File: src/dcc_pkg.sv
// shared types, constants and helper functions of the dna context count model
package dcc_pkg;

   localparam int MAX_DEPTH = 6;
   localparam int COUNT_W = 32;
   localparam int ROWS = 5 ** MAX_DEPTH;
   localparam int ROW_AW = $clog2(ROWS);
   localparam int COLS = 6;
   localparam int SUM_COL = 5;
   localparam int DEPTH_W = 3;
   localparam int QDEPTH = 4;
   localparam int QPTR_W = $clog2(QDEPTH);

   localparam logic [DEPTH_W-1:0] DEPTH_RESET = 3'd4;

   localparam logic KIND_TRAIN = 1'b0;
   localparam logic KIND_SCORE = 1'b1;

   localparam logic CSR_DEPTH = 1'b0;
   localparam logic CSR_IR = 1'b1;

   localparam logic [7:0] CHAR_A = 8'h41;
   localparam logic [7:0] CHAR_C = 8'h43;
   localparam logic [7:0] CHAR_G = 8'h47;
   localparam logic [7:0] CHAR_T = 8'h54;

   localparam logic [2:0] CODE_A = 3'd0;
   localparam logic [2:0] CODE_C = 3'd1;
   localparam logic [2:0] CODE_N = 3'd2;
   localparam logic [2:0] CODE_G = 3'd3;
   localparam logic [2:0] CODE_T = 3'd4;
   localparam logic [2:0] DIGIT_MAX = 3'd4;

   typedef logic [2:0] code_type;
   typedef logic [DEPTH_W-1:0] depth_type;
   // context held as base-5 digits, digit 0 is the newest symbol
   typedef logic [MAX_DEPTH-1:0][2:0] ctx_type;
   typedef logic [ROW_AW-1:0] row_addr_type;
   typedef logic [COUNT_W-1:0] count_type;
   typedef logic [COLS-1:0][COUNT_W-1:0] row_type;

   typedef struct packed {
      logic         kind;
      code_type     code;
      row_addr_type fwd_row;
      logic         do_rev;
      row_addr_type rev_row;
      code_type     rev_col;
   } job_type;

   typedef struct packed {
      code_type  code;
      count_type count;
      count_type total;
   } result_type;

   function automatic code_type code_of(input logic [7:0] b);
      code_type c;
      case (b)
         CHAR_A:  c = CODE_A;
         CHAR_C:  c = CODE_C;
         CHAR_G:  c = CODE_G;
         CHAR_T:  c = CODE_T;
         default: c = CODE_N;
      endcase
      return c;
   endfunction

   function automatic depth_type eff_depth(input depth_type d);
      depth_type k;
      k = d;
      if (d == '0) k = depth_type'(1);
      if (d > depth_type'(MAX_DEPTH)) k = depth_type'(MAX_DEPTH);
      return k;
   endfunction

   function automatic row_addr_type pow5(input int n);
      row_addr_type p;
      p = row_addr_type'(1);
      for (int i = 0; i < n; i++) p = row_addr_type'(p * 5);
      return p;
   endfunction

   function automatic ctx_type mask_ctx(input ctx_type c, input depth_type k);
      ctx_type m;
      m = c;
      for (int i = 0; i < MAX_DEPTH; i++) begin
         if (i >= int'(k)) m[i] = '0;
      end
      return m;
   endfunction

   function automatic ctx_type fill_max(input depth_type k);
      ctx_type m;
      m = '0;
      for (int i = 0; i < MAX_DEPTH; i++) begin
         if (i < int'(k)) m[i] = DIGIT_MAX;
      end
      return m;
   endfunction

   function automatic row_addr_type row_of(input ctx_type c);
      row_addr_type acc;
      acc = '0;
      for (int i = 0; i < MAX_DEPTH; i++) begin
         acc = row_addr_type'(acc + row_addr_type'(c[i]) * pow5(i));
      end
      return acc;
   endfunction

   // base must already be reduced to k digits
   function automatic ctx_type fwd_next(input ctx_type base, input code_type s,
                                        input depth_type k);
      ctx_type n;
      n = '0;
      n[0] = s;
      for (int i = 1; i < MAX_DEPTH; i++) n[i] = base[i-1];
      return mask_ctx(n, k);
   endfunction

   // reverse complement: drop the low digit, complement enters at the top
   function automatic ctx_type rev_next(input ctx_type base, input code_type s,
                                        input depth_type k);
      ctx_type n;
      n = '0;
      for (int i = 0; i < MAX_DEPTH - 1; i++) begin
         if (i + 1 < int'(k)) n[i] = base[i+1];
      end
      n[k - depth_type'(1)] = DIGIT_MAX - s;
      return n;
   endfunction

   function automatic count_type bump(input count_type c);
      return (c == '1) ? c : count_type'(c + 1'b1);
   endfunction

   function automatic row_type bump_row(input row_type r, input code_type col);
      row_type n;
      n = r;
      n[col] = bump(r[col]);
      n[SUM_COL] = bump(r[SUM_COL]);
      return n;
   endfunction

endpackage

File: src/dcc_front.sv
// front end: configuration registers, symbol coding and context tracking
module dcc_front (
   input  logic                  clock,
   input  logic                  reset,
   input  logic                  req_push,
   output logic                  req_full,
   input  logic                  req_kind,
   input  logic [7:0]            req_symbol_byte,
   input  logic                  req_restart,
   input  logic                  csr_write,
   input  logic                  csr_index,
   input  logic [2:0]            csr_data,
   input  logic                  q_full,
   input  logic                  clearing,
   output logic                  job_push,
   output dcc_pkg::job_type      job
);

   dcc_pkg::depth_type depth_ff;
   logic               ir_ff;
   dcc_pkg::ctx_type   fwd_ff, fwd_in;
   dcc_pkg::ctx_type   rev_ff, rev_in;
   dcc_pkg::ctx_type   score_ff, score_in;

   dcc_pkg::depth_type k;
   dcc_pkg::code_type  s;
   dcc_pkg::ctx_type   base_f, base_r, base_s, rev_new;
   logic               accept;

   assign req_full = q_full | clearing;
   assign accept = req_push & ~req_full;
   assign job_push = accept;

   always_comb begin
      k = dcc_pkg::eff_depth(depth_ff);
      s = dcc_pkg::code_of(req_symbol_byte);
      base_f = req_restart ? '0 : dcc_pkg::mask_ctx(fwd_ff, k);
      base_r = req_restart ? dcc_pkg::fill_max(k) : dcc_pkg::mask_ctx(rev_ff, k);
      base_s = req_restart ? '0 : dcc_pkg::mask_ctx(score_ff, k);
      rev_new = dcc_pkg::rev_next(base_r, s, k);

      fwd_in = fwd_ff;
      rev_in = rev_ff;
      score_in = score_ff;

      job.kind = req_kind;
      job.code = s;
      job.do_rev = (req_kind == dcc_pkg::KIND_TRAIN) & ir_ff;
      job.rev_row = dcc_pkg::row_of(rev_new);
      job.rev_col = base_r[0];
      if (req_kind == dcc_pkg::KIND_SCORE) begin
         job.fwd_row = dcc_pkg::row_of(base_s);
         score_in = dcc_pkg::fwd_next(base_s, s, k);
      end else begin
         job.fwd_row = dcc_pkg::row_of(base_f);
         fwd_in = dcc_pkg::fwd_next(base_f, s, k);
         // restart still resets the reverse context with inverted repeats off
         if (ir_ff) rev_in = rev_new;
         else if (req_restart) rev_in = base_r;
      end
   end

   always_ff @(posedge clock) begin
      if (reset) begin
         depth_ff <= dcc_pkg::DEPTH_RESET;
         ir_ff <= 1'b0;
         fwd_ff <= '0;
         rev_ff <= dcc_pkg::fill_max(dcc_pkg::eff_depth(dcc_pkg::DEPTH_RESET));
         score_ff <= '0;
      end else begin
         if (csr_write) begin
            case (csr_index)
               dcc_pkg::CSR_DEPTH: depth_ff <= csr_data;
               dcc_pkg::CSR_IR:    ir_ff <= csr_data[0];
               default:            ir_ff <= ir_ff;
            endcase
         end
         if (accept) begin
            fwd_ff <= fwd_in;
            rev_ff <= rev_in;
            score_ff <= score_in;
         end
      end
   end

endmodule

File: config.mk
export PLATFORM = sky130hd
export DESIGN_NAME = dcc_front
export DESIGN_NICKNAME = d
export VERILOG_FILES = /design/src/dcc_pkg.sv /design/src/dcc_front.sv
export SDC_FILE = /design/constraint.sdc
export NUM_CORES = 1
export LEC_CHECK = 0
export ABC_AREA = 1
export BUFFER_PORTS_ARGS = -buffer_cell sky130_fd_sc_hd__buf_4
export CELL_PAD_IN_SITES_DETAIL_PLACEMENT = 0
export CELL_PAD_IN_SITES_GLOBAL_PLACEMENT = 1
export CORE_ASPECT_RATIO = 2
export CORE_UTILIZATION = 40
export CTS_BUF_LIST = sky130_fd_sc_hd__clkbuf_4
export DETAILED_ROUTE_END_ITERATION = 8
export GPL_TIMING_DRIVEN = 0
export PLACE_DENSITY_LB_ADDON = 0.1
export SLEW_MARGIN = 20
export SYNTH_ARGS = -nofsm -noshare
export SYNTH_HDL_FRONTEND = slang
export SYNTH_SLANG_ARGS = --single-unit
export TNS_END_PERCENT = 50
File: constraint.sdc
create_clock -name clock -period 12.1 [get_ports clock]
set_clock_uncertainty 0.05 [all_clocks]
set_input_delay 1.21 -clock clock [delete_from_list [all_inputs] [get_ports clock]]
set_output_delay 1.21 -clock clock [all_outputs]
set_load 0.05 [all_outputs]
# Word level (Yosys, flattened, before mapping)

Cells that the tools add are included.

Input port bits: 20
Register bits after elaboration: 58
Word-level logic and storage cells: 137
Output and inout port bits: 38

Eq/ne operators: 4
Multiplexer cells: 52
Multipliers: 15
Order comparisons: 15
Bitwise logic cells: 6
$add $sub $neg: 17
Reduce and logical (&&, ||, !) cells: 8

Operators with widths:

| operator                                                                    | count |
|---|---|
| 3-bit two-way mux                                                           | 43 |
| 18-bit two-way mux                                                          | 5 |
| 11-bit by 13-bit adder with 14-bit output                                   | 3 |
| 14-bit adder                                                                | 3 |
| 3-bit by 12-bit multiplier with 14-bit output, second input constant        | 3 |
| 3-bit by 10-bit multiplier with 13-bit output, second input constant        | 3 |
| 9-bit by 10-bit adder with 11-bit output                                    | 3 |
| 8-bit by 7-bit == test with 1-bit output, second input constant             | 4 |
| 3-bit by 7-bit multiplier with 10-bit output, second input constant         | 3 |
| 7-bit by 8-bit adder with 9-bit output                                      | 3 |
| 3-bit by 5-bit multiplier with 8-bit output, second input constant          | 3 |
| 3-bit by 6-bit adder with 7-bit output                                      | 3 |
| 18-bit bitwise mux                                                          | 1 |
| 3-bit by 3-bit multiplier with 6-bit output, second input constant          | 3 |
| 14-bit two-way mux                                                          | 1 |
| 3-bit one-hot mux with 4 select lines                                       | 1 |
| 3-bit demux with 3-bit select                                               | 1 |
| 2-bit AND reduction                                                         | 4 |
| 1-bit by 3-bit >= comparator with 1-bit output, first input constant        | 2 |
| 2-bit by 3-bit >= comparator with 1-bit output, first input constant        | 2 |
| 3-bit >= comparator, first input constant                                   | 2 |
| 1-bit by 3-bit less-than comparator with 1-bit output, first input constant | 2 |
| 2-bit by 3-bit less-than comparator with 1-bit output, first input constant | 2 |
| 3-bit less-than comparator, first input constant                            | 2 |
| other kinds (12)                                                            | 15 |

# Depth between registers and ports, before layout

Word-level depth: 15
Gate-level depth with buffers: 32
Depth with buffers taken out: 32

# Worst setup path before layout

Ideal clock, no wire load.

Kind: input to output
From: in req_symbol_byte[7]
To: out job[14] (netlist name)
Path buffers: 0
Stages: 24
Slack: 3501 ps
Arrival: 7339 ps
Cells stage by stage: inv_1 -> nand2_1 -> nor3_2 -> nand4_2 -> ha_1 -> inv_1 -> o21ai_2 -> fa_1 -> fa_1 -> inv_1 -> fa_1 -> inv_1 -> fa_1 -> fa_1 -> inv_1 -> fa_1 -> inv_1 -> ha_1 -> a21oi_1 -> o21ai_0 -> a21oi_1 -> nor2_1 -> nor2_1 -> xor2_1

RTL lines:

| what               | RTL line        | source |
|---|---|---|
| start: declaration | dcc_front.sv:8  | `input logic [7:0] req_symbol_byte,` |
| end: declaration   | dcc_front.sv:16 | `output dcc_pkg::job_type job` |

==> metrics.yaml <==
yosys:
  synthMostInstantiatedCell: "inv_1"
  yosys_warnings: 0
  synth-edff-count: 0
  avgSynthCellArea_um2: 7.88
  async_flop_share_pct: 0
  yosysUniqueCellTypes: 44
  synth.area.top_cells: "fa_1, ha_1, dfxtp_1"
  synth_top_area_share_pct: 24.9
  syn_nets: 1611
  netlist_top_cells_count: "inv_1, nand2_1, ha_1"
  synthCells: 1287
  synth.cell_area_um2: 10100
  synth_ff_type: "dfxtp_1"
  synth-seq-cells: 58
  ys_seq_area_share_pct: 11.4
  synth_largest_area_cell: "fa_1"
setup_path:
  r2r_end: "rev_ff[17]"
  rr_startpoint: "depth_ff[1]"
  worstPathMaxFanout: 8
  cp.arrival_ps: 8080
  path_class: "input pin to output pin"
  rr_worst_depth: 11
  critPathRequiredTime_ps: 10840
  ff2ff_setup_slack_ps: 8980
  start_kind: "input pin"
  crit_path_end_kind: "output pin"
  startpoint: "req_symbol_byte[7]"
clocking:
  htreeDepth: 3
  path_clk_slew_ps: 90
  clock_latency_ps: 460
  cts_buffers: 9
  holdBufCountCts: 0
  cts_max_path_buffers: 2
  cts_setup_buffers: 0
  cts_tree: "yes"
  cts_sinks: 58
  cts_root_buffer: "clkbuf_4"
  cts_resized: 0
layout:
  multi_input_area_um2: 7640
  num-nets-final: 1679
  seq_area_um2: 1160
  nFillCells: 2710
  syn_to_final_growth_pct: 9.88
  design_area_um2: 11100
  drive_gt1_share_pct: 10.4
global_routing:
  grtUsageTotal_pct: 23.9
  grt_first_pass_wirelength_um: 45200
  grt_pass1_vias: 8680
  overflow: 0
  grt_max_degree: 11
  antenna_found_initial: 1
floorplan:
  core_area_um2: 24900
  die_h_um: 227
  die-width_um: 115
  num_rows: 82
  die-area_um2: 26000
  ios: 58
  start_util_pct: 40.7
hold_path:
  min_from: "score_ff[7]"
  worstHoldPathType: "flip-flop to flip-flop"
  holdPathStages: 2
  hold-path-endpoint: "score_ff[7]"
sta:
  period_needed_ps: 9340
  timing.final.max_slew_violations: 0
  finalHoldViolations: 0
  max_freq_ghz: 0.107
  tns_ps: 0
  worst_slew_pin_slew_ps: 1030
  relSlewSlack_pct: 31.4
  setup_violations: 0
  min_period_over_period_pct: 77.2
  rsz0062_at_grt: "no"
drt:
  vias: 8313
  dr.pass1.iters: 6
  avgViaCountPerCell: 4.90
  route.detailed.drc: 0
  routedWlPerCell_um: 17.3
  postRouteAntennaNets: 0
  drt_wl_total_um: 29400
  drt_iter0_drc: 342
power_and_ir_drop:
  p_leak_uw: 0.00617
  peakVddDrop_mv: 1.08
  total_power_uw: 1590
  powerDensity_nw_per_um2: 143
placement:
  finalWeightedCongestion: 0.861
  dp_hpwl_um: 26200
  io_buffers: 57
  dpl-instance-area_um2: 11000
outcome:
  outcome: "finished clean"
flow_run:
  cap_viol_max_count: 0
cells by family (layout without fill, tap and decap cells):
| family | count (synthesis) | count (layout) | share of synthesized area [%] |
|---|---|---|---|
| muxes | 1 | 1 | 0.0987 |
| DFF | 58 | 58 | 11.4 |
| adders and majority gates | 304 | 304 | 46.8 |
| and+or+nand+nor | 384 | 384 | 17.1 |
| AOI/OAI and AO/OA | 172 | 172 | 9.71 |
| xor gates and xnor gates | 19 | 19 | 1.64 |
| other | 0 | 1 | 0 |
| buffers and inverters | 349 | 422 | 13.2 |
cells in the final DEF, fill, tap and decap left out, types with 4 or more instances in the layout:
cell and n:
xnor2_1 7, nor3_1 12, dfxtp_1 58, a21oi_1 79
clkbuf_4 9, clkbuf_1 14, ha_1 178, nor2_1 63
fa_1 126, nand3_2 6, nor2_2 4, o21ai_0 47
inv_2 14, inv_1 307, nand2_4 5, buf_2 9
a31oi_1 5, buf_4 59, o21ai_2 10, a211oi_1 6
nand2_2 6, nand4_1 4, nand2_1 212, xor2_1 12
nand3_1 63, o21ai_1 5
metal layers:
layer	routed length [µm]	track usage (%)	part of all wire [%]	vias up
met4	1280	11.9	4.3	0
met5	0	0	0	-
met1	9040	19.7	31	3993
met2	18700	53.5	64	128
li1	-	-	-	4142
met3	366	1.20	1.2	50
layout make-up:
type,count,area share [%]
antenna,1,0.0225
timing repair buffer,57,3.84
inverter,322,10.9
tap,336,3.77
clock inverter,7,0.752
clock buffer,9,0.606
multi-input combinational,880,68.6
buffer,27,1.15
sequential,58,10.4
worst max-delay path by stage:
stage | depth (start not counted) | end
finish | 26 | job[14]
global route | 26 | job[14]
CTS | 26 | job[14]
detailed placement | 26 | job[14]
global placement | 26 | job[14]
floorplan | 24 | job[14]
per-stage QoR:
step / utilization (%) / hold slack [ps] / worst slack [ps] / std cells
floorplan: - / 387 / 3500 / 1287
global placement: 44.1 / 401 / 2720 / 1680
detailed placement: 44.1 / 404 / 2670 / 1680
CTS: 44.7 / 421 / 2660 / 1696
global route: 44.7 / 440 / 2380 / 1697
finish: 44.7 / 422 / 2760 / 1697
state kept, by name, summed over array words and instances, names as in the netlist:
name,count
rev_ff,18
ir_ff,1
score_ff,18
depth_ff,3
fwd_ff,18
critical path: stages:
cell     delay, ps
buf_4          100
inv_1           40
nand2_1         70
nor3_2         160
nand4_2        380
ha_1           570
inv_1          220
o21ai_2        530
fa_1           550
fa_1           520
inv_1           50
fa_1           500
inv_1           50
fa_1           510
fa_1           500
inv_1           70
fa_1           530
inv_1           50
ha_1           350
a21oi_1        200
o21ai_0        130
a21oi_1        220
nor2_1          60
nor2_1         110
xor2_1         160
buf_4          210
where the power goes:
group	switching, µW	total (µW)	leakage [µW]	internal [µW]
Clock	82.4	164	0.0000784	81.2
Combinational	831	1230	0.00562	398
Sequential	1.96	196	0.000469	194
Total	915	1590	0.00617	673
(Power assumes the default switching activity.)
