===== config.mk =====
export PLATFORM = sky130hd
export DESIGN_NAME = dcc_queue
export DESIGN_NICKNAME = d
export VERILOG_FILES = /design/src/dcc_pkg.sv /design/src/dcc_queue.sv
export SDC_FILE = /design/constraint.sdc
export NUM_CORES = 1
export LEC_CHECK = 0
export ABC_AREA = 1
export BUFFER_PORTS_ARGS = -buffer_cell sky130_fd_sc_hd__buf_2
export CAP_MARGIN = 5
export CORE_MARGIN = 4
export CORE_UTILIZATION = 31
export DETAILED_ROUTE_END_ITERATION = 6
export GPL_TIMING_DRIVEN = 0
export HOLD_SLACK_MARGIN = 0.02
export PLACE_DENSITY = 0.46
export SLEW_MARGIN = 20
export SYNTH_ARGS = -nofsm -noshare
export SYNTH_HDL_FRONTEND = slang
export SYNTH_SLANG_ARGS = --single-unit
export TNS_END_PERCENT = 1

===== constraint.sdc =====
create_clock -name clock -period 3.8 [get_ports clock]
set_clock_uncertainty 0.2 [all_clocks]
set_input_delay 0.76 -clock clock [delete_from_list [all_inputs] [get_ports clock]]
set_output_delay 0.76 -clock clock [all_outputs]
set_load 0.1 [all_outputs]

===== src/dcc_pkg.sv =====
// shared types, constants and helper functions of the dna context count model
package dcc_pkg;

   localparam int MAX_DEPTH = 6;
   localparam int COUNT_W = 32;
   localparam int ROWS = 5 ** MAX_DEPTH;
   localparam int ROW_AW = $clog2(ROWS);
   localparam int COLS = 6;
   localparam int SUM_COL = 5;
   localparam int DEPTH_W = 3;
   localparam int QDEPTH = 4;
   localparam int QPTR_W = $clog2(QDEPTH);

   localparam logic [DEPTH_W-1:0] DEPTH_RESET = 3'd4;

   localparam logic KIND_TRAIN = 1'b0;
   localparam logic KIND_SCORE = 1'b1;

   localparam logic CSR_DEPTH = 1'b0;
   localparam logic CSR_IR = 1'b1;

   localparam logic [7:0] CHAR_A = 8'h41;
   localparam logic [7:0] CHAR_C = 8'h43;
   localparam logic [7:0] CHAR_G = 8'h47;
   localparam logic [7:0] CHAR_T = 8'h54;

   localparam logic [2:0] CODE_A = 3'd0;
   localparam logic [2:0] CODE_C = 3'd1;
   localparam logic [2:0] CODE_N = 3'd2;
   localparam logic [2:0] CODE_G = 3'd3;
   localparam logic [2:0] CODE_T = 3'd4;
   localparam logic [2:0] DIGIT_MAX = 3'd4;

   typedef logic [2:0] code_type;
   typedef logic [DEPTH_W-1:0] depth_type;
   // context held as base-5 digits, digit 0 is the newest symbol
   typedef logic [MAX_DEPTH-1:0][2:0] ctx_type;
   typedef logic [ROW_AW-1:0] row_addr_type;
   typedef logic [COUNT_W-1:0] count_type;
   typedef logic [COLS-1:0][COUNT_W-1:0] row_type;

   typedef struct packed {
      logic         kind;
      code_type     code;
      row_addr_type fwd_row;
      logic         do_rev;
      row_addr_type rev_row;
      code_type     rev_col;
   } job_type;

   typedef struct packed {
      code_type  code;
      count_type count;
      count_type total;
   } result_type;

   function automatic code_type code_of(input logic [7:0] b);
      code_type c;
      case (b)
         CHAR_A:  c = CODE_A;
         CHAR_C:  c = CODE_C;
         CHAR_G:  c = CODE_G;
         CHAR_T:  c = CODE_T;
         default: c = CODE_N;
      endcase
      return c;
   endfunction

   function automatic depth_type eff_depth(input depth_type d);
      depth_type k;
      k = d;
      if (d == '0) k = depth_type'(1);
      if (d > depth_type'(MAX_DEPTH)) k = depth_type'(MAX_DEPTH);
      return k;
   endfunction

   function automatic row_addr_type pow5(input int n);
      row_addr_type p;
      p = row_addr_type'(1);
      for (int i = 0; i < n; i++) p = row_addr_type'(p * 5);
      return p;
   endfunction

   function automatic ctx_type mask_ctx(input ctx_type c, input depth_type k);
      ctx_type m;
      m = c;
      for (int i = 0; i < MAX_DEPTH; i++) begin
         if (i >= int'(k)) m[i] = '0;
      end
      return m;
   endfunction

   function automatic ctx_type fill_max(input depth_type k);
      ctx_type m;
      m = '0;
      for (int i = 0; i < MAX_DEPTH; i++) begin
         if (i < int'(k)) m[i] = DIGIT_MAX;
      end
      return m;
   endfunction

   function automatic row_addr_type row_of(input ctx_type c);
      row_addr_type acc;
      acc = '0;
      for (int i = 0; i < MAX_DEPTH; i++) begin
         acc = row_addr_type'(acc + row_addr_type'(c[i]) * pow5(i));
      end
      return acc;
   endfunction

   // base must already be reduced to k digits
   function automatic ctx_type fwd_next(input ctx_type base, input code_type s,
                                        input depth_type k);
      ctx_type n;
      n = '0;
      n[0] = s;
      for (int i = 1; i < MAX_DEPTH; i++) n[i] = base[i-1];
      return mask_ctx(n, k);
   endfunction

   // reverse complement: drop the low digit, complement enters at the top
   function automatic ctx_type rev_next(input ctx_type base, input code_type s,
                                        input depth_type k);
      ctx_type n;
      n = '0;
      for (int i = 0; i < MAX_DEPTH - 1; i++) begin
         if (i + 1 < int'(k)) n[i] = base[i+1];
      end
      n[k - depth_type'(1)] = DIGIT_MAX - s;
      return n;
   endfunction

   function automatic count_type bump(input count_type c);
      return (c == '1) ? c : count_type'(c + 1'b1);
   endfunction

   function automatic row_type bump_row(input row_type r, input code_type col);
      row_type n;
      n = r;
      n[col] = bump(r[col]);
      n[SUM_COL] = bump(r[SUM_COL]);
      return n;
   endfunction

endpackage


===== src/dcc_queue.sv =====
// short job queue between the front end and the count table engine
module dcc_queue (
   input  logic             clock,
   input  logic             reset,
   input  logic             push,
   input  dcc_pkg::job_type din,
   output logic             full,
   input  logic             pop,
   output dcc_pkg::job_type dout,
   output logic             empty
);

   dcc_pkg::job_type                   entries_ff [dcc_pkg::QDEPTH];
   logic [dcc_pkg::QPTR_W-1:0]         wr_ptr_ff, rd_ptr_ff;
   logic [dcc_pkg::QPTR_W:0]           cnt_ff, cnt_in;
   logic                               do_push, do_pop;

   assign full = (cnt_ff == (dcc_pkg::QPTR_W+1)'(dcc_pkg::QDEPTH));
   assign empty = (cnt_ff == '0);
   assign do_push = push & ~full;
   assign do_pop = pop & ~empty;
   assign dout = entries_ff[rd_ptr_ff];

   always_comb begin
      cnt_in = cnt_ff;
      if (do_push & ~do_pop) cnt_in = cnt_ff + 1'b1;
      if (do_pop & ~do_push) cnt_in = cnt_ff - 1'b1;
   end

   always_ff @(posedge clock) begin
      if (do_push) entries_ff[wr_ptr_ff] <= din;
   end

   always_ff @(posedge clock) begin
      if (reset) begin
         wr_ptr_ff <= '0;
         rd_ptr_ff <= '0;
         cnt_ff <= '0;
      end else begin
         if (do_push) wr_ptr_ff <= wr_ptr_ff + 1'b1;
         if (do_pop) rd_ptr_ff <= rd_ptr_ff + 1'b1;
         cnt_ff <= cnt_in;
      end
   end

endmodule


# [Word level (Yosys, flattened, before mapping)]
# Memory sizes are Yosys's and may differ from the RTL's. A register that Yosys moved wholly into a read port is not among the register bits.
# Index checks and enable logic that the tools add are counted.
[op_classes] add_sub_neg=4 eq_ne=1 muxes=6 n_bitwise=8 n_reduce_logical=2
[op_table] cell="$mux W3" count=2
[op_table] cell="$add A2 B1 Y2 const B" count=2
[op_table] cell="$and A1 B1 Y1" count=4
[op_table] cell="$mux W2" count=2
[op_table] cell="$not A1 Y1" count=4
[op_table] cell="$add A3 B1 Y3 const B" count=1
[op_table] cell="$eq A3 B3 Y1 const B" count=1
[op_table] cell="$logic_not A3 Y1" count=1
[op_table] cell="$sub A3 B1 Y3 const B" count=1
[op_table] cell="$mux W1" count=2
[op_table] cell="$reduce_bool A2 Y1" count=1
[word_totals] register_bits=7 ramBits=144 inputBits=40 out_inout_bits=38 wordCells=25 mem_count=1
[mem_list] memory="entries_ff" depth=4 word_bits=36 rd=1 rd_clocked_by_memory_dff=1 write_ports=1 line_no="dcc_queue.sv:13" rtl="dcc_pkg::job_type entries_ff [dcc_pkg::QDEPTH];"

# [Logic depth before layout (Yosys ltp)]
# Gate-level depths: netlist (run 1).
[logic_depth] word_depth=7 depth_mapped=13 depth_no_buf=13

# [Worst setup path before layout (run 1)]
# Ideal clock, no wire load.
[synth_path] path_kind="reg-to-output" start="register with a tool-made name" end="output port dout[23] (netlist name)" arrival_time_ns=2.190 path_slack_ns=0.650 stages_incl_launch_ff=6 path_cell_list="dfxtp_1 > buf_6 > inv_6 > buf_4 > o21ai_1 > o22ai_1"
[synth_rtl] item="to (decl)" line_no="dcc_queue.sv:9" rtl="output dcc_pkg::job_type dout,"

==> run summary, run 1 <==
Mapped cell area: 0.00587 mm2
Min-Delay Path Class: flip-flop to flip-flop
Fin crit share: 77.5%
Worst slew margin relative to its limit: 51.2%
RSZ-0062 raised after global routing: no
Arrival time worst endpoint: 1990 ps
Die Span Y: 146 um
Ys Warns: 0
Max-cap violations: 0
Seq/Total Area, Yosys: 76.8%
Worst slack at placement: 1250 ps
End-of-flow core utilization: 39.2%
Net Count, Synth: 464
Met1 Use GR: 17.4%
CP Buf/Inv Count: 4
Post-DP HPWL: 8800 um
Power Dens Cells: 859 mW/mm2
CP max FO: 10
Pins Over Slew Limit: 0
Critical Path Most Common Cell: buf_2
Fill cell count: 1798
LEAKAGE: 2.63 nW
Avg WL per Cell: 18.0 um
Vias in the first global route: 3803
Crit-path slowest cell: buf_2
CP top delay family: buffers and inverters
Grt peak-use layer: met2
R2r worst-path depth: 12
Critical setup path kind: flip-flop to primary output
Post-Synthesis Cells: 418
TritonCTS Sinks: 153
Final ANT Viol Nets: 0
CTS max path bufs: 2
Yosys reg bits: 153
CTS buffer count: 17
Max VDD drop: 0.510 mV
RR Endpoint: cnt_ff[2]
Critical Path Sink: dout[10]
Clk pin slew, worst setup/hold paths: 60 ps
Worst-Margin Slew: 730 ps
Initial antenna violation count: 0
Outcome: completed
Port Buf Inserts: 77
Total Nets Final: 566
Global routing met3 resource utilization: 3.30%
Drt initial violations: 196
Worst path cell trace: buf_6 > inv_4 > buf_2 > o21ai_1 > o22ai_1 > buf_2
Congestion Overflow GR: 0
Hold_buf cts: 0
CP Launch Type: flip-flop
Global Route met2 Usage: 21.9%
Global-route wire length before repair: 21700 um
CTS tree: yes
Post_cts resized: 0
Avg Synthesized Cell Area: 14.0 um2
CTS root buffer: clkbuf_16
DRC errors left: 0
# rows: 50
Worst R2R Start: cnt_ff[1]
R2r setup slk: 1740 ps
Via density: 4.69
Min Clock Period, post-route: 2950 ps
Core area: 0.0186 mm2
Final setup vio count: 0
Full die area: 0.0212 mm2
Initial Util: 31.5%
Largest net degree at the start of global routing: 21
# diodes: 0
Vias: 3595
GPL Wtd Cong: 0.727
Global-route usage over all layers: 13.4%
WHS Path Cells: 2
Max Fclk: 340 MHz
Synth unique cells: 21
Layout cell share with drive strength beyond 1: 27.4%
Setup Buffers After CTS: 0
I/O Pins: 78
Worst-Skew Late Latency: 410 ps
Drt total wl: 13800 um
Critical path's largest stage delay: 470 ps
DRT Pass-1 Iters: 4
Area Growth Syn to Fin: 24.6%
Final hold violation count: 0
CP Depth: 6
Worst EP required: 2840 ps
Setup crit end kind: primary output
Die width: 146 um
Worst setup margin: 855 ps
H-tree depth: 4
-- stage by stage --
stage | hold slack, ps | area [um2] | setup TNS (ps) | total power [mW] | instances
floorplan | 259 | 5870 | 0 | 4.12 | 418
global placement | 283 | 6550 | -115900 | 4.61 | 729
detailed placement | 292 | 6730 | 0 | 4.68 | 735
CTS | 305 | 7310 | 0 | 6.35 | 766
global route | 335 | 7310 | 0 | 6.55 | 766
finish | 306 | 7310 | 0 | 6.27 | 766
-- layout by cell type (no fill, tap or decap) --
cell	synthesis	final
edfxtp_1	144	144
buf_2	9	86
nor2_1	81	77
o21ai_1	58	58
o22ai_1	36	36
clkbuf_16	0	17
inv_1	16	16
o21ai_0	16	16
nand2_1	12	12
dfxtp_1	9	9
buf_6	8	8
buf_4	5	5
a21oi_1	5	5
nand3_1	5	5
ha_1	5	5
nor2_4	0	4
clkinv_2	0	4
buf_16	0	4
clkinvlp_4	0	3
bufinv_16	0	3
inv_2	2	2
nand2_2	2	2
inv_6	1	2
clkbuf_1	0	2
buf_12	0	2
nor2_2	1	1
inv_4	1	1
nand2_4	1	1
fa_1	1	1
clkinv_4	0	1
-- synthesized netlist by cell type --
| cell type | n | share of area [%] |
|---|---|---|
| a21oi_1 | 5 | 0.43 |
| buf_2 | 9 | 0.77 |
| buf_4 | 5 | 0.64 |
| buf_6 | 8 | 1.5 |
| dfxtp_1 | 9 | 3.1 |
| edfxtp_1 | 144 | 74 |
| fa_1 | 1 | 0.34 |
| ha_1 | 5 | 1.1 |
| inv_1 | 16 | 1.0 |
| inv_2 | 2 | 0.13 |
| inv_4 | 1 | 0.11 |
| inv_6 | 1 | 0.15 |
| nand2_1 | 12 | 0.77 |
| nand2_2 | 2 | 0.21 |
| nand2_4 | 1 | 0.19 |
| nand3_1 | 5 | 0.43 |
| nor2_1 | 81 | 5.2 |
| nor2_2 | 1 | 0.11 |
| o21ai_0 | 16 | 1.4 |
| o21ai_1 | 58 | 4.9 |
| o22ai_1 | 36 | 3.8 |
-- where the power goes --
part | switching, mW | internal [mW] | total, mW
clock network | 0.646 | 1.03 | 1.67
logic | 2.10 | 0.455 | 2.55
registers | 0.0429 | 2.01 | 2.05
-- state kept, by name, summed over array words and instances, names as in the netlist, named ones only --
| register | cells |
|---|---|
| wr_ptr_ff | 2 |
| entries_ff | 144 |
| rd_ptr_ff | 2 |
| cnt_ff | 3 |
-- worst register-to-register path: stages, from the launching register on --
cell and delay [ps]:
dfxtp_1 320, nor2_2 160, nand2_2 110, nand2_4 160, ha_1 190, inv_1 70, fa_1 400, inv_1 70
nand2_1 50, nand3_1 80, nand2_1 50, nand2_1 50, nor2_1 30
-- routing by layer --
| layer | wire, um | part of all wire [%] |
|---|---|---|
| met5 | 0 | 0 |
| met4 | 267 | 1.9 |
| met3 | 469 | 3.4 |
| met2 | 6730 | 49 |
| met1 | 6340 | 46 |
-- cells by family after synthesis --
group                      synth area share [%]
and+or+nand+nor                            6.89
buffers and inverters                      4.35
adders and majority gates                  1.41
AOI/OAI and AO/OA                          10.6
DFF                                        76.8
-- how the worst min path moves through the flow --
stage | start | end | slack (ps)
after global placement | rd_ptr_ff[1] | rd_ptr_ff[1] | 280
after CTS | rd_ptr_ff[1] | rd_ptr_ff[1] | 310
final | rd_ptr_ff[1] | rd_ptr_ff[1] | 310
after detailed placement | rd_ptr_ff[1] | flip-flop | 290
after global routing | wr_ptr_ff[0] | wr_ptr_ff[0] | 330
after floorplan | rd_ptr_ff[1] | flip-flop | 260
-- area by class of cell --
type,count,area (um2),area share (%)
multi-input cells,223,1140,15.6
clock inverters,12,150,2.05
plain buffers,22,173,2.36
repair buffers,83,536,7.33
flip-flops and latches,153,4500,61.6
clock buffers,19,433,5.92
inverters,20,82.6,1.13
well taps,234,293,4.01
Note: power is estimated with default switching activity, not from simulation.
==> inputs of run 2 (changes only) <==
- ABC_AREA: 1 -> 0
- clock period: 3.8 -> 2.99 ns (I/O delays scaled with it)
==> run 2 against run 1 <==
  * Clock-buffer cell count shrank 2
  * Die area is 2.1% lower
  * Cell count fell by 25%
  * Utilization fell by 0.50 points
  * Register-to-register slack worse by 1100 ps
  * Synthesized cell count decreased by 42%
  * Combinational power is 17% higher
  * Critical path depth is 2 lower
  * Hold slack worse by 110 ps
  * Clock power up 23%
==> run summary, run 2 <==
Fill cell count: 1657
Avg Synthesized Cell Area: 23.7 um2
Via density: 4.53
Sequential Power Share: 34.3%
Final ANT Viol Nets: 0
Post-Synth Simple-Gate Area: 1.83%
Worst R2R Start: cnt_ff[2]
Dpl cells: 548
Synth top area cells: edfxtp_1, mux4_2, dfxtp_1
Port Buf Inserts: 76
Worst-Margin Slew: 603 ps
Area occupied by multi-input gates: 0.00112 mm2
Global-route wire length before repair: 16600 um
FF+latch area: 0.00450 mm2
Seq/Total Area, Yosys: 78.6%
Mapped cell area: 0.00573 mm2
Yosys reg bits: 153
CTS root buffer: clkbuf_16
RSZ-0062 raised after global routing: no
Final hold violation count: 0
Total Nets Final: 384
Initial antenna violation count: 0
Max FFs per register: 144
Final setup vio count: 0
Most frequent cells in the layout: edfxtp_1, buf_2, mux4_2, clkbuf_16, dfxtp_1
I/O Pins: 78
Max Fclk: 356 MHz
Ys Warns: 0
Synth unique cells: 24
Biggest regs: entries_ff (144), cnt_ff (3)
End-of-flow core utilization: 38.7%
Vias in the first global route: 2888
# rows: 49
Full die area: 0.0207 mm2
Synth Area in XOR/XNOR: 0.458%
Core area: 0.0181 mm2
DRT Pass-1 Iters: 4
Initial Util: 31.7%
# diodes: 0
H-tree depth: 4
Post_cts resized: 0
Global-route usage over all layers: 11.2%
Outcome: completed
Drt initial violations: 78
Post-synthesis mux area share: 14.7%
Area Growth Syn to Fin: 22.1%
Congestion Overflow GR: 0
Setup Buffers After CTS: 0
Critical setup path kind: flip-flop to primary output
Most common cell after layout, fill and taps aside: edfxtp_1
Max VDD drop: 0.534 mV
Largest net degree at the start of global routing: 37
Placed cell areas: 0.00644 mm2
Top reg by flops: entries_ff
Setup crit end kind: primary output
CTS max path bufs: 2
Clk pin slew, worst setup/hold paths: 60 ps
Internal: 4.53 mW
DRC errors left: 0
Main flop type after synthesis: edfxtp_1
Clock Power Share: 26.8%
Drt total wl: 10800 um
Worst EP required: 2190 ps
Max-cap violations: 0
Layout cell share with drive strength beyond 1: 41.8%
Die width: 144 um
Avg WL per Cell: 18.7 um
TritonCTS Sinks: 153
Pins Over Slew Limit: 0
Async SR Flop Fraction: 0%
Most common cell in the netlist: edfxtp_1
Post-Synthesis Cells: 242
GPL Wtd Cong: 0.680
Fin cells: 578
Vias: 2620
Combinational fraction of design power: 38.9%
Arrival time worst endpoint: 2010 ps
Fin crit share: 93.8%
CTS tree: yes
Min Clock Period, post-route: 2810 ps
Most common library cells after synthesis: edfxtp_1, mux4_2, dfxtp_1
Net Count, Synth: 288
EDFF count, synth: 144
Synth Area in Compound Gates: 0.829%
Area share of the largest cell type after synthesis: 75.4%
Post-route cell area: 0.00700 mm2
Hold_buf cts: 0
Worst-Skew Late Latency: 420 ps
CTS buffer count: 17
Hold_sp: din[16]
Final TNS setup: 0 ps
Power Dens Cells: 1100 mW/mm2
Worst slew margin relative to its limit: 59.8%
Net Switching: 3.14 mW
Die Span Y: 144 um
CP max FO: 10
Yosys top cell by area: edfxtp_1
Min-Delay Path Class: primary input to flip-flop
Main combinational cell family by area after synthesis: multiplexers
Net Sw Frac: 41.0%
Post-DP HPWL: 6490 um
LEAKAGE: 2.37 nW
Adder-Cell Fraction of Synth Area: 1.44%
CP Launch Type: flip-flop
==> run 2: cell count changes after synthesis, sizes merged, moves of 2 or more <==
cell	delta
xor2	+3
nand2	-14
o21ai	-71
nand3	-5
nor2	-76
inv	-12
and2	+4
mux4	+36
o22ai	-36
nand2b	+2
or3	+3
buf	-14
==> run 2: worst paths after layout <==
check | endpoint | slack, ps | cells after the start
worst min register to register | rd_ptr_ff[1] | 300 | 2
worst max register to register | cnt_ff[2] | 680 | 9
worst min-delay path | entries_ff[0][16] | 200 | 1
worst max-delay path | dout[2] | 180 | 4
==> run 2: metal layers <==
metal | part of all wire (%) | vias to the layer above | GRT usage (%) | routed length [um]
li1 | - | 1193 | - | -
met1 | 42 | 1354 | 13.5 | 4570
met2 | 51 | 58 | 18.2 | 5500
met3 | 4.9 | 15 | 4.03 | 527
met4 | 1.7 | 0 | 4.76 | 185
met5 | 0 | - | 0 | 0
==> run 2: cells by family (layout without fill, tap and decap cells) <==
group | count (synthesis) | count (layout)
AOI/OAI and AO/OA | 8 | 8
adders and majority gates | 6 | 6
muxes | 37 | 37
buffers and inverters | 17 | 124
and+or+nand+nor | 18 | 18
DFF | 153 | 153
xor gates and xnor gates | 3 | 3
==> run 2: power by group through the flow <==
stage	clock network [mW]	registers (mW)	logic, mW
global route	2.22	2.65	3.13
finish	2.06	2.63	2.98
detailed placement	0	2.68	3.04
floorplan	0	2.66	2.56
global placement	0	2.68	3.02
CTS	2.11	2.63	3.04
==> run 2: area by class of cell <==
cell class                 count  share of cell area, %
sequential                   153                   64.3
timing repair buffer          77                   5.72
inverter                       8                  0.429
tap                          229                   4.09
clock buffer                  17                   6.08
multi-input combinational     72                   16.0
buffer                         9                   1.36
clock inverter                13                   1.95
==> run 2: critical path, stage by stage, from the launching register on <==
cell      delay (ps)
dfxtp_1          300
clkbuf_2         240
buf_2            350
mux4_2           270
buf_2            420
==> run 2: stage by stage <==
step | hold slack, ps | power [mW] | setup WS, ps
2_1_floorplan | 259 | 5.22 | 51.3
3_3_place_gp | 287 | 5.70 | -361
3_5_place_dp | 288 | 5.71 | 550
4_1_cts | 168 | 7.79 | 89.7
5_1_grt | 172 | 7.99 | 36.3
6_report | 197 | 7.67 | 184
==> inputs of run 3 (changes only) <==
- CELL_PAD_IN_SITES_DETAIL_PLACEMENT: unset -> 0
- CELL_PAD_IN_SITES_GLOBAL_PLACEMENT: unset -> 1
- PLACE_DENSITY: 0.46 -> 0.51
==> run 3 against run 2 <==
  * Worst setup slack gained 16 ps
  * First-iteration DRC count grew 64%
  * Hold slack gained 1.3 ps
==> run summary, run 3 (same netlist as run 2, synthesis figures left out) <==
# rows: 49
I/O Pins: 78
# diodes: 0
Pins Over Slew Limit: 0
Hold_sp: din[7]
Worst-Skew Late Latency: 410 ps
GPL Wtd Cong: 0.686
CTS max path bufs: 2
WHS: 198 ps
Placed cell areas: 0.00651 mm2
Clk pin slew, worst setup/hold paths: 60 ps
Post-DP HPWL: 6610 um
Worst setup margin: 200 ps
Max Fclk: 358 MHz
Drt initial violations: 128
Layout cell share with drive strength beyond 1: 43.9%
WHS Endpoint: entries_ff[0][7]
RR Endpoint: cnt_ff[2]
CTS tree: yes
Hold_buf cts: 0
Port Buf Inserts: 76
Max FFs per register: 144
Global routing met3 resource utilization: 3.54%
Setup crit end kind: primary output
Fin crit share: 93.3%
LEAKAGE: 2.43 nW
Critical setup path kind: flip-flop to primary output
Final Power: 7.81 mW
Dpl cells: 551
Max VDD drop: 0.588 mV
DRC errors left: 0
R2r worst-path depth: 9
DRT Pass-1 Iters: 4
CTS buffer count: 17
Fin cells: 582
Vias: 2636
CP Launch Type: flip-flop
Full die area: 0.0207 mm2
RSZ-0062 raised after global routing: no
Congestion Overflow GR: 0
CP max FO: 10
R2r setup slk: 690 ps
Post_cts resized: 0
TritonCTS Sinks: 153
Area Growth Syn to Fin: 24.1%
Global-route wire length before repair: 15900 um
Initial antenna violation count: 1
Worst R2R Start: cnt_ff[2]
Initial Util: 31.7%
Worst EP required: 2190 ps
Setup Buffers After CTS: 0
H-tree depth: 4
Top reg by flops: entries_ff
Global Route met2 Usage: 17.8%
Die width: 144 um
Min-Delay Path Class: primary input to flip-flop
Worst slack at placement: 563 ps
Most common cell after layout, fill and taps aside: edfxtp_1
Power Dens Cells: 1100 mW/mm2
Die Span Y: 144 um
Max-cap violations: 0
Via density: 4.53
Final ANT Viol Nets: 0
Avg WL per Cell: 17.9 um
Min Clock Period, post-route: 2790 ps
Fill cell count: 1627
Grt peak-use layer: met2
Largest net degree at the start of global routing: 23
Core area: 0.0181 mm2
Final hold violation count: 0
Most frequent cells in the layout: edfxtp_1, buf_2, mux4_2, clkbuf_16, dfxtp_1
Worst slew margin relative to its limit: 55.6%
Final setup vio count: 0
Post-route cell area: 0.00712 mm2
Global-route usage over all layers: 10.8%
Outcome: completed
WHS Path Cells: 1
Met1 Use GR: 12.9%
CTS root buffer: clkbuf_16
Drt total wl: 10400 um
Arrival time worst endpoint: 1990 ps
Worst-Margin Slew: 665 ps
Biggest regs: entries_ff (144), cnt_ff (3)
Vias in the first global route: 2807
Total Nets Final: 387
[run 3: how the worst max path moves through the flow]
stage,startpoint,endpoint,slack (ps),cells past startpoint
3_5_place_dp,flip-flop,dout[22],560,4
6_report,flip-flop,dout[22],200,4
5_1_grt,flip-flop,dout[22],50,4
4_1_cts,flip-flop,dout[22],110,4
3_3_place_gp,push,entries_ff[0][0],-300,4
2_1_floorplan,cnt_ff[2],cnt_ff[2],50,9
[run 3: power breakdown]
part           total (mW)  leakage, nW  internal, mW  switching, mW
clock                2.19        0.289          1.39          0.800
combinational        3.00        0.741         0.704           2.29
sequential           2.63         1.40          2.56         0.0640
[run 3: layout make-up]
cell class / count / area, um2 / area share (%)
Multi-Input combinational cell: 72 / 1120 / 15.7
Inverter: 8 / 30.0 / 0.422
Clock buffer: 19 / 433 / 6.08
Sequential cell: 153 / 4500 / 63.3
Timing Repair Buffer: 80 / 475 / 6.68
Tap cell: 229 / 287 / 4.03
Clock inverter: 12 / 175 / 2.46
Buffer: 9 / 95.1 / 1.34
[run 3: worst max-delay path, stage by stage, from the launching register on]
cell and delay, ps:
dfxtp_1 300, clkbuf_2 230, buf_2 350, mux4_2 270, buf_2 430
[run 3: routing by layer]
layer  vias up  share of wire [%]
met4         2                1.9
met3        15                5.1
met5         -              0.067
li1       1200                  -
met1      1360                 41
met2        59                 52
[run 3: stage by stage]
step           utilization [%]  setup TNS [ps]
6_report                  39.4               0
4_1_cts                   39.4               0
3_5_place_dp              36.0               0
5_1_grt                   39.4               0
2_1_floorplan                -               0
3_3_place_gp              35.4          -41140
